==> config.mk <==
export PLATFORM = sky130hd
export DESIGN_NAME = clipped_square_ring_scan_generator_unit
export DESIGN_NICKNAME = d
export VERILOG_FILES = /design/src/sv/csrsg_pkg.sv /design/src/sv/csrsg_datapath.sv /design/src/sv/csrsg_ctrl.sv /design/src/sv/clipped_square_ring_scan_generator_unit.sv
export SDC_FILE = /design/constraint.sdc
export NUM_CORES = 2
export LEC_CHECK = 0
export ABC_AREA = 1
export BUFFER_PORTS_ARGS = -buffer_cell sky130_fd_sc_hd__buf_2
export CAP_MARGIN = 20
export CORE_MARGIN = 2
export CORE_UTILIZATION = 30
export CTS_CLUSTER_DIAMETER = 120
export CTS_CLUSTER_SIZE = 28
export DETAILED_ROUTE_END_ITERATION = 16
export PLACE_DENSITY = 0.42
export SETUP_SLACK_MARGIN = 0.02
export SYNTH_ARGS = -nofsm -noshare
export SYNTH_HDL_FRONTEND = slang
export SYNTH_SLANG_ARGS = --single-unit
export TNS_END_PERCENT = 1
==> constraint.sdc <==
create_clock -name clk -period 21.6 [get_ports clk]
set_input_delay 1.08 -clock clk [delete_from_list [all_inputs] [get_ports clk]]
set_output_delay 1.08 -clock clk [all_outputs]
set_load 0.01 [all_outputs]
==> src/sv/csrsg_pkg.sv <==
`default_nettype none

package csrsg_pkg;

    localparam int COORD_BITS    = 16;
    localparam int DISTANCE_BITS = 8;

    localparam int MAG_BITS   = (COORD_BITS > DISTANCE_BITS) ? COORD_BITS : DISTANCE_BITS;
    localparam int RAD_BITS   = MAG_BITS + 2;
    localparam int ARITH_BITS = MAG_BITS + 4;

    localparam int S_DATA_BITS = ((4 * COORD_BITS + DISTANCE_BITS + 7) / 8) * 8;
    localparam int M_DATA_BITS = ((2 * COORD_BITS + 7) / 8) * 8;

    typedef logic signed [COORD_BITS-1:0] coord_t;
    typedef logic [DISTANCE_BITS-1:0]     dist_t;
    typedef logic [RAD_BITS-1:0]          rad_t;
    typedef logic signed [ARITH_BITS-1:0] arith_t;
    typedef logic [2:0]                   phase_t;

    localparam logic CMD_START = 1'b0;
    localparam logic CMD_NEXT  = 1'b1;

    // Candidate k of an offset row: bit k of each mask describes its shape.
    localparam logic [7:0] VAR_ON_X = 8'b0101_0101;
    localparam logic [7:0] VAR_NEG  = 8'b1100_0011;
    localparam logic [7:0] FIX_NEG  = 8'b1001_1001;

    localparam phase_t PHASE_LAST = 3'd7;

    typedef enum logic [1:0] {
        STAGE_FINISHED,
        STAGE_RING,
        STAGE_CENTER
    } stage_t;

    typedef struct packed {
        logic load;
        logic step;
        logic emit_ring;
        logic emit_center;
        logic emit_none;
        logic finish;
        logic lanes;
        logic pick;
    } ctrl_cmd_t;

    typedef struct packed {
        stage_t stage;
        logic   cand_ok;
        logic   phase_last;
        logic   center_ok;
        logic   out_free;
    } dp_stat_t;

endpackage

`default_nettype wire

==> src/sv/csrsg_datapath.sv <==
`default_nettype none

module csrsg_datapath (
    input  logic                  clk,
    input  logic                  rst_n,
    input  csrsg_pkg::ctrl_cmd_t  cmd,
    input  csrsg_pkg::coord_t     scan_x,
    input  csrsg_pkg::coord_t     scan_y,
    input  csrsg_pkg::coord_t     window_x,
    input  csrsg_pkg::coord_t     window_y,
    input  csrsg_pkg::dist_t      distance,
    output csrsg_pkg::dp_stat_t   stat,
    output csrsg_pkg::coord_t     tile_x,
    output csrsg_pkg::coord_t     tile_y,
    output logic                  found,
    output logic                  out_valid,
    input  logic                  out_ready
);
    import csrsg_pkg::*;

    function automatic arith_t abs_a(arith_t v);
        return (v < 0) ? -v : v;
    endfunction

    coord_t center_col_reg, center_col_next;
    coord_t center_row_reg, center_row_next;
    arith_t ax_reg, ax_next;
    arith_t ay_reg, ay_next;
    dist_t  dist_reg, dist_next;
    rad_t   radius_reg, radius_next;
    rad_t   offset_reg, offset_next;
    rad_t   floor_reg, floor_next;
    phase_t phase_reg, phase_next;
    stage_t stage_reg, stage_next;

    logic   out_valid_reg, out_valid_next;
    coord_t tile_x_reg, tile_x_next;
    coord_t tile_y_reg, tile_y_next;
    logic   found_reg, found_next;

    logic [7:0] lane_v_reg;
    arith_t     lane_c_reg [8];
    logic [7:0] lane_v_next;
    arith_t     lane_c_next [8];

    arith_t r_a, i_a, d_a, px, py, sum_x, sum_y;
    logic   out_free, cand_ok, center_ok;
    logic   best_v;
    arith_t best_c;

    assign r_a = arith_t'(radius_reg);
    assign i_a = arith_t'(offset_reg);
    assign d_a = arith_t'(dist_reg);
    assign out_free = !out_valid_reg || out_ready;

    always_comb
    begin
        arith_t v, f;
        logic   applicable;
        v = VAR_NEG[phase_reg] ? -i_a : i_a;
        f = FIX_NEG[phase_reg] ? -r_a : r_a;
        px = VAR_ON_X[phase_reg] ? v : f;
        py = VAR_ON_X[phase_reg] ? f : v;
        applicable = phase_reg[2] || (i_a > 0 && i_a < r_a);
        cand_ok = applicable && (abs_a(px - ax_reg) <= d_a) && (abs_a(py - ay_reg) <= d_a);
        center_ok = (abs_a(ax_reg) <= d_a) && (abs_a(ay_reg) <= d_a);
        sum_x = arith_t'(center_col_reg) + px;
        sum_y = arith_t'(center_row_reg) + py;
    end

    assign stat.stage      = stage_reg;
    assign stat.cand_ok    = cand_ok;
    assign stat.phase_last = (phase_reg == PHASE_LAST);
    assign stat.center_ok  = center_ok;
    assign stat.out_free   = out_free;

    // Each lane finds the largest offset below the current one at which its
    // candidate falls inside the window.
    always_comb
    begin
        arith_t a, b, lo, hi, c;
        for (int k = 0; k < 8; k++)
        begin
            a = VAR_ON_X[k] ? ax_reg : ay_reg;
            b = VAR_ON_X[k] ? ay_reg : ax_reg;
            lo = VAR_NEG[k] ? (-a - d_a) : (a - d_a);
            hi = VAR_NEG[k] ? (-a + d_a) : (a + d_a);
            if (k < 4)
            begin
                if (lo < 1)
                    lo = 1;
                if (hi > r_a - 1)
                    hi = r_a - 1;
            end
            else
            begin
                if (lo < 0)
                    lo = 0;
                if (hi > r_a)
                    hi = r_a;
            end
            c = (hi < i_a - 1) ? hi : (i_a - 1);
            lane_c_next[k] = c;
            lane_v_next[k] = (abs_a((FIX_NEG[k] ? -r_a : r_a) - b) <= d_a) && (c >= lo);
        end
    end

    always_comb
    begin
        best_v = 1'b0;
        best_c = '0;
        for (int k = 0; k < 8; k++)
        begin
            if (lane_v_reg[k] && (!best_v || lane_c_reg[k] > best_c))
            begin
                best_v = 1'b1;
                best_c = lane_c_reg[k];
            end
        end
    end

    always_comb
    begin
        arith_t ax_w, ay_w, rx, ry, mx, my, mf;
        center_col_next = center_col_reg;
        center_row_next = center_row_reg;
        ax_next         = ax_reg;
        ay_next         = ay_reg;
        dist_next       = dist_reg;
        radius_next     = radius_reg;
        offset_next     = offset_reg;
        floor_next      = floor_reg;
        phase_next      = phase_reg;
        stage_next      = stage_reg;
        out_valid_next  = out_valid_reg && !out_ready;
        tile_x_next     = tile_x_reg;
        tile_y_next     = tile_y_reg;
        found_next      = found_reg;

        ax_w = arith_t'(window_x) - arith_t'(scan_x);
        ay_w = arith_t'(window_y) - arith_t'(scan_y);
        rx = abs_a(ax_w) + arith_t'(distance);
        ry = abs_a(ay_w) + arith_t'(distance);
        mx = abs_a(ax_w) - arith_t'(distance);
        my = abs_a(ay_w) - arith_t'(distance);
        mf = (mx > my) ? mx : my;
        if (mf < 1)
            mf = 1;

        if (cmd.load)
        begin
            center_col_next = scan_x;
            center_row_next = scan_y;
            ax_next         = ax_w;
            ay_next         = ay_w;
            dist_next       = distance;
            radius_next     = (rx > ry) ? rad_t'(rx) : rad_t'(ry);
            offset_next     = (rx > ry) ? rad_t'(rx) : rad_t'(ry);
            floor_next      = rad_t'(mf);
            phase_next      = '0;
            stage_next      = (rx >= 1 || ry >= 1) ? STAGE_RING : STAGE_CENTER;
        end

        if (cmd.step)
            phase_next = phase_reg + 3'd1;

        if (cmd.emit_ring)
        begin
            out_valid_next = 1'b1;
            tile_x_next    = sum_x[COORD_BITS-1:0];
            tile_y_next    = sum_y[COORD_BITS-1:0];
            found_next     = 1'b1;
            if (phase_reg != PHASE_LAST)
                phase_next = phase_reg + 3'd1;
            else
            begin
                phase_next = '0;
                if (offset_reg != '0)
                    offset_next = offset_reg - rad_t'(1);
                else if (radius_reg > rad_t'(1))
                begin
                    radius_next = radius_reg - rad_t'(1);
                    offset_next = radius_reg - rad_t'(1);
                end
                else
                begin
                    radius_next = '0;
                    offset_next = '0;
                    stage_next  = STAGE_CENTER;
                end
            end
        end

        if (cmd.emit_center)
        begin
            out_valid_next = 1'b1;
            tile_x_next    = center_col_reg;
            tile_y_next    = center_row_reg;
            found_next     = 1'b1;
            stage_next     = STAGE_FINISHED;
        end

        if (cmd.emit_none)
        begin
            out_valid_next = 1'b1;
            tile_x_next    = '0;
            tile_y_next    = '0;
            found_next     = 1'b0;
            stage_next     = STAGE_FINISHED;
        end

        if (cmd.finish)
            stage_next = STAGE_FINISHED;

        // Rings below the floor never reach the window, so they are passed over.
        if (cmd.pick)
        begin
            phase_next = '0;
            if (best_v)
                offset_next = rad_t'(best_c);
            else if (radius_reg > floor_reg)
            begin
                radius_next = radius_reg - rad_t'(1);
                offset_next = radius_reg - rad_t'(1);
            end
            else
            begin
                radius_next = '0;
                offset_next = '0;
                stage_next  = STAGE_CENTER;
            end
        end
    end

    always_ff @(posedge clk or negedge rst_n)
    begin
        if (!rst_n)
        begin
            center_col_reg <= '0;
            center_row_reg <= '0;
            ax_reg         <= '0;
            ay_reg         <= '0;
            dist_reg       <= '0;
            radius_reg     <= '0;
            offset_reg     <= '0;
            floor_reg      <= '0;
            phase_reg      <= '0;
            stage_reg      <= STAGE_FINISHED;
            out_valid_reg  <= 1'b0;
            tile_x_reg     <= '0;
            tile_y_reg     <= '0;
            found_reg      <= 1'b0;
        end
        else
        begin
            center_col_reg <= center_col_next;
            center_row_reg <= center_row_next;
            ax_reg         <= ax_next;
            ay_reg         <= ay_next;
            dist_reg       <= dist_next;
            radius_reg     <= radius_next;
            offset_reg     <= offset_next;
            floor_reg      <= floor_next;
            phase_reg      <= phase_next;
            stage_reg      <= stage_next;
            out_valid_reg  <= out_valid_next;
            tile_x_reg     <= tile_x_next;
            tile_y_reg     <= tile_y_next;
            found_reg      <= found_next;
        end
    end

    always_ff @(posedge clk)
    begin
        if (cmd.lanes)
        begin
            lane_v_reg <= lane_v_next;
            for (int k = 0; k < 8; k++)
                lane_c_reg[k] <= lane_c_next[k];
        end
    end

    assign tile_x    = tile_x_reg;
    assign tile_y    = tile_y_reg;
    assign found     = found_reg;
    assign out_valid = out_valid_reg;

endmodule

`default_nettype wire

==> src/sv/csrsg_ctrl.sv <==
`default_nettype none

module csrsg_ctrl (
    input  logic                 clk,
    input  logic                 rst_n,
    input  logic                 in_valid,
    input  logic                 in_cmd,
    output logic                 in_ready,
    input  csrsg_pkg::dp_stat_t  stat,
    output csrsg_pkg::ctrl_cmd_t cmd
);
    import csrsg_pkg::*;

    typedef enum logic [1:0] {
        ST_IDLE,
        ST_SEARCH,
        ST_LANES,
        ST_PICK
    } state_t;

    state_t state_reg, state_next;
    logic   ready_reg, ready_next;

    always_comb
    begin
        state_next = state_reg;
        cmd        = '0;
        case (state_reg)
            ST_IDLE:
            begin
                if (in_valid)
                begin
                    if (in_cmd == CMD_START)
                        cmd.load = 1'b1;
                    else
                        state_next = ST_SEARCH;
                end
            end
            ST_SEARCH:
            begin
                case (stat.stage)
                    STAGE_RING:
                    begin
                        if (stat.cand_ok)
                        begin
                            if (stat.out_free)
                            begin
                                cmd.emit_ring = 1'b1;
                                state_next    = ST_IDLE;
                            end
                        end
                        else if (stat.phase_last)
                            state_next = ST_LANES;
                        else
                            cmd.step = 1'b1;
                    end
                    STAGE_CENTER:
                    begin
                        if (!stat.center_ok)
                            cmd.finish = 1'b1;
                        else if (stat.out_free)
                        begin
                            cmd.emit_center = 1'b1;
                            state_next      = ST_IDLE;
                        end
                    end
                    default:
                    begin
                        if (stat.out_free)
                        begin
                            cmd.emit_none = 1'b1;
                            state_next    = ST_IDLE;
                        end
                    end
                endcase
            end
            ST_LANES:
            begin
                cmd.lanes  = 1'b1;
                state_next = ST_PICK;
            end
            ST_PICK:
            begin
                cmd.pick   = 1'b1;
                state_next = ST_SEARCH;
            end
            default:
            begin
                state_next = ST_IDLE;
            end
        endcase
        ready_next = (state_next == ST_IDLE);
    end

    always_ff @(posedge clk or negedge rst_n)
    begin
        if (!rst_n)
        begin
            state_reg <= ST_IDLE;
            ready_reg <= 1'b1;
        end
        else
        begin
            state_reg <= state_next;
            ready_reg <= ready_next;
        end
    end

    assign in_ready = ready_reg;

endmodule

`default_nettype wire

==> src/sv/clipped_square_ring_scan_generator_unit.sv <==
`default_nettype none

// Walks square rings around a scan center from the outer radius inward and
// returns, one per next transaction, the tiles that lie inside the clip window;
// the scan center comes last, and once nothing is left a next transaction
// answers with found clear. A start transaction gives no result. A next
// transaction is accepted, then tests the candidates of an offset row in turn
// until one is taken; when the last candidate of a row is rejected, the
// eight-lane offset search jumps to the next offset in the ring that can give
// a tile, or else to the next ring inward. Results wait in an output register,
// so a new transaction is taken while a result is still pending.
module clipped_square_ring_scan_generator_unit (
    input  logic                              clk,
    input  logic                              rst_n,
    input  logic                              s_axis_tvalid,
    output logic                              s_axis_tready,
    // scan_x, scan_y, window_x, window_y, distance
    input  logic [csrsg_pkg::S_DATA_BITS-1:0] s_axis_tdata,
    // cmd
    input  logic                              s_axis_tuser,
    output logic                              m_axis_tvalid,
    input  logic                              m_axis_tready,
    // tile_x, tile_y
    output logic [csrsg_pkg::M_DATA_BITS-1:0] m_axis_tdata,
    // found
    output logic                              m_axis_tuser
);
    import csrsg_pkg::*;

    ctrl_cmd_t cmd;
    dp_stat_t  stat;
    coord_t    tile_x, tile_y;
    coord_t    scan_x, scan_y, window_x, window_y;
    dist_t     distance;

    assign scan_x   = s_axis_tdata[COORD_BITS-1:0];
    assign scan_y   = s_axis_tdata[2*COORD_BITS-1:COORD_BITS];
    assign window_x = s_axis_tdata[3*COORD_BITS-1:2*COORD_BITS];
    assign window_y = s_axis_tdata[4*COORD_BITS-1:3*COORD_BITS];
    assign distance = s_axis_tdata[4*COORD_BITS+DISTANCE_BITS-1:4*COORD_BITS];

    csrsg_ctrl u_ctrl (
        .clk      (clk),
        .rst_n    (rst_n),
        .in_valid (s_axis_tvalid),
        .in_cmd   (s_axis_tuser),
        .in_ready (s_axis_tready),
        .stat     (stat),
        .cmd      (cmd)
    );

    csrsg_datapath u_datapath (
        .clk       (clk),
        .rst_n     (rst_n),
        .cmd       (cmd),
        .scan_x    (scan_x),
        .scan_y    (scan_y),
        .window_x  (window_x),
        .window_y  (window_y),
        .distance  (distance),
        .stat      (stat),
        .tile_x    (tile_x),
        .tile_y    (tile_y),
        .found     (m_axis_tuser),
        .out_valid (m_axis_tvalid),
        .out_ready (m_axis_tready)
    );

    assign m_axis_tdata = M_DATA_BITS'({tile_y, tile_x});

endmodule

`default_nettype wire
==> impl_metrics.csv <==
group,metric,value,unit
outcome,status,"completed",
worst_setup_path,r2r_end,"u_datapath.offset_reg[2]",
route,first_pass_iters,6,
sta,hold_viol,0,
floorplan,row_count,163,
route,vias_per_cell,5.380,
cts,cts_made_buffers,25,
route,drt-initial-drc-count,5894,
worst_setup_path,critPathLaunchType,"flip-flop",
sta,hold-worst-slack,0.3637,ns
route,routedWlPerCell,25.54,um
layout,largest_reg_flops,156,
place,gp_congestion,0.9909,
worst_setup_path,rr_worst_depth,100,
sta,tightest_slew,1.253,ns
sta,maxSlewHeadroom,15.59,%
worst_setup_path,path_common_cell,"nand2_1",
grt,grt_pass1_vias,60970,
logic_synthesis,synth_enable_flop_cells,164,
layout,multi_input_area,44840,um^2
logic_synthesis,synth_cells,9225,
cts,clock_latency,0.69,ns
layout,num-fill-cells,21900,
sta,finalSetupViolCount,0,
layout,areaGrowthSynthToFinish,8.672,%
grt,top_usage_layer,"met2",
sta,slew_violations,0,
grt,met1_usage,38.02,%
floorplan,dieWidth,448.4,um
layout,drive_gt1_share,5.956,%
sta,rsz0062_at_grt,"false",
grt,grt.overflow.total,0,
logic_synthesis,ys_types,79,
worst_setup_path,max_stage_delay,0.69,ns
cts,cts_sinks,334,
grt,grt_antenna_before_repair,11,
logic_synthesis,synth_warnings,0,
worst_hold_path,hold_path_class,"input port to asynchronous set/reset pin",
sta,fin_setup_tns,0,ns
cts,ctsHoldBuffers,0,
floorplan,io_pins,112,
sta,post-route-period-util,88.66,%
route,vias,64370,
cts,clk_pin_slew,0.11,ns
cts,cts_buffer_depth,3,
layout,nets,10420,
worst_setup_path,required,22.12,ns
logic_synthesis,yosysSeqAreaShare,15.49,%
worst_setup_path,worst_setup_path_end_kind,"flip-flop",
cts,cts-htree-levels,1,
grt,use_met3,3.381,%
route,wl,305600,um
worst_setup_path,worstPathArrival,19.67,ns
logic_synthesis,synthFlopType,"dfrtp_1",
worst_setup_path,r2r-start,"u_datapath.lane_v_reg[0]",
route,final_antenna_net_count,0,
layout,layout_common_cells,"nand2_1 (2541), inv_1 (1102), ha_1 (1016), nor2_1 (680), o21ai_0 (664)",
grt,grt_pass1_wl,432500,um
worst_setup_path,cpMaxStageDelayCell,"edfxtp_1",
cts,cts_tree,"done",
grt,grt_max_degree,81,
place,hpwl,254900,um
floorplan,dieArea,201100,um^2
grt,gr-usage-met2,48.12,%
job,maxCapViolCount,0,
floorplan,start_util,30.11,%
sta,fmax,52.22,MHz
place,io_buffers,111,
cts,clockRootBuffer,"clkbuf_16",
worst_setup_path,critPathKind,"flip-flop to flip-flop",
sta,fin_worst_skew,0.06699,ns
route,drc,0,
logic_synthesis,synth_seq_cells,334,
logic_synthesis,async_flop_share,50.90,%
worst_setup_path,path_max_fanout,36,
layout,layout_commonest_cell,"nand2_1",
floorplan,dieHeight,448.4,um
logic_synthesis,synthesis.area,59260,um^2
layout,register_area,9180,um^2
sta,min_period,19.15,ns
floorplan,core_area,196800,um^2
worst_setup_path,reg2reg_slack,2.45,ns
logic_synthesis,synth_area_per_cell,6.424,um^2
grt,grt_usage,29.69,%
-- layout make-up --
class	instances	share of cell area, %
timing repair buffer	257	2.609
clock buffer	27	0.9832
multi-input combinational	7509	69.63
tap	2640	5.130
sequential	334	14.26
inverter	1173	6.867
clock inverter	19	0.5052
antenna	6	0.02332
-- timing repair --
item,CTS,global route
buffers inserted,0,1
hold endpoints to repair,0,0
gates resized for setup,0,3
setup endpoints to repair,0,18
-- worst max-delay path by stage --
stage / start / to / slack [ns] / depth (start not counted)
floorplan: u_datapath.lane_v_reg[0] / u_datapath.offset_reg[9] / 7.24 / 106
global placement: u_datapath.lane_v_reg[0] / u_datapath.offset_reg[6] / 2.06 / 101
detailed placement: u_datapath.lane_v_reg[0] / u_datapath.offset_reg[5] / 1.79 / 101
CTS: u_datapath.lane_v_reg[0] / u_datapath.offset_reg[2] / 1.68 / 101
global route: u_datapath.lane_v_reg[0] / u_datapath.offset_reg[3] / 0.13 / 103
finish: u_datapath.lane_v_reg[0] / u_datapath.offset_reg[2] / 2.45 / 100
-- stage by stage --
| stage | util [%] | worst slack (ns) | cell area [um^2] | std cells |
|---|---|---|---|---|
| after floorplan | - | 7.244 | 59270 | 9229 |
| final | 32.72 | 2.449 | 64400 | 11970 |
| after detailed placement | 32.20 | 1.788 | 63380 | 11910 |
| after global placement | 32.19 | 2.057 | 63360 | 11910 |
| after CTS | 32.69 | 1.676 | 64340 | 11960 |
| after global routing | 32.71 | 0.1340 | 64380 | 11960 |
-- synth_stat cells, drive strengths merged, types with 24 or more instances --
| cell | instances | area [um^2] |
|---|---|---|
| o21ai | 765 | 3945 |
| nand3b | 55 | 412.9 |
| nor2 | 716 | 2819 |
| xor2 | 317 | 2814 |
| clkbuf | 155 | 585.6 |
| ha | 1016 | 12710 |
| inv | 1153 | 4335 |
| buf | 58 | 407.9 |
| dfrtp | 169 | 4229 |
| o211ai | 44 | 330.3 |
| and2 | 31 | 193.9 |
| nand3 | 594 | 3040 |
| nand4 | 199 | 1260 |
| nor4 | 49 | 306.5 |
| a21o | 24 | 180.2 |
| or2 | 35 | 219.0 |
| xnor2 | 53 | 471.7 |
| nand2 | 2586 | 9852 |
| nor3 | 107 | 560.5 |
| a21oi | 667 | 3357 |
| edfxtp | 164 | 4925 |
| o21bai | 31 | 236.5 |
-- metal layers --
metal	routed length, um	vias up	part of all wire (%)
met5	34	-	0.011
met2	135400	2496	44
li1	-	31050	-
met4	21830	6	7.1
met3	18420	601	6.0
met1	130000	30220	43
-- worst max-delay path: cells and delay by family, from the launching register on --
family	cells	cell delay (ns)
and+or+nand+nor	54	8.38
AOI/OAI and AO/OA	27	4.66
buffers and inverters	12	3.34
adders and majority gates	7	1.88
DFF	1	0.69
-- cells by family (layout without fill, tap and decap cells) --
group	count (synthesis)	count (layout)	share of synthesized area (%)
buf+inv	1386	1476	9.122
other cells	2	12	0.01267
fa+ha+maj	1038	1038	22.20
simple gates	4389	4389	31.71
compound gates	1705	1705	15.88
xor+xnor	370	370	5.545
flops	334	334	15.49
mux	1	1	0.03800
Power is not shown: default switching activity piles up to over one toggle a cycle in this logic, so the estimate is an artifact.
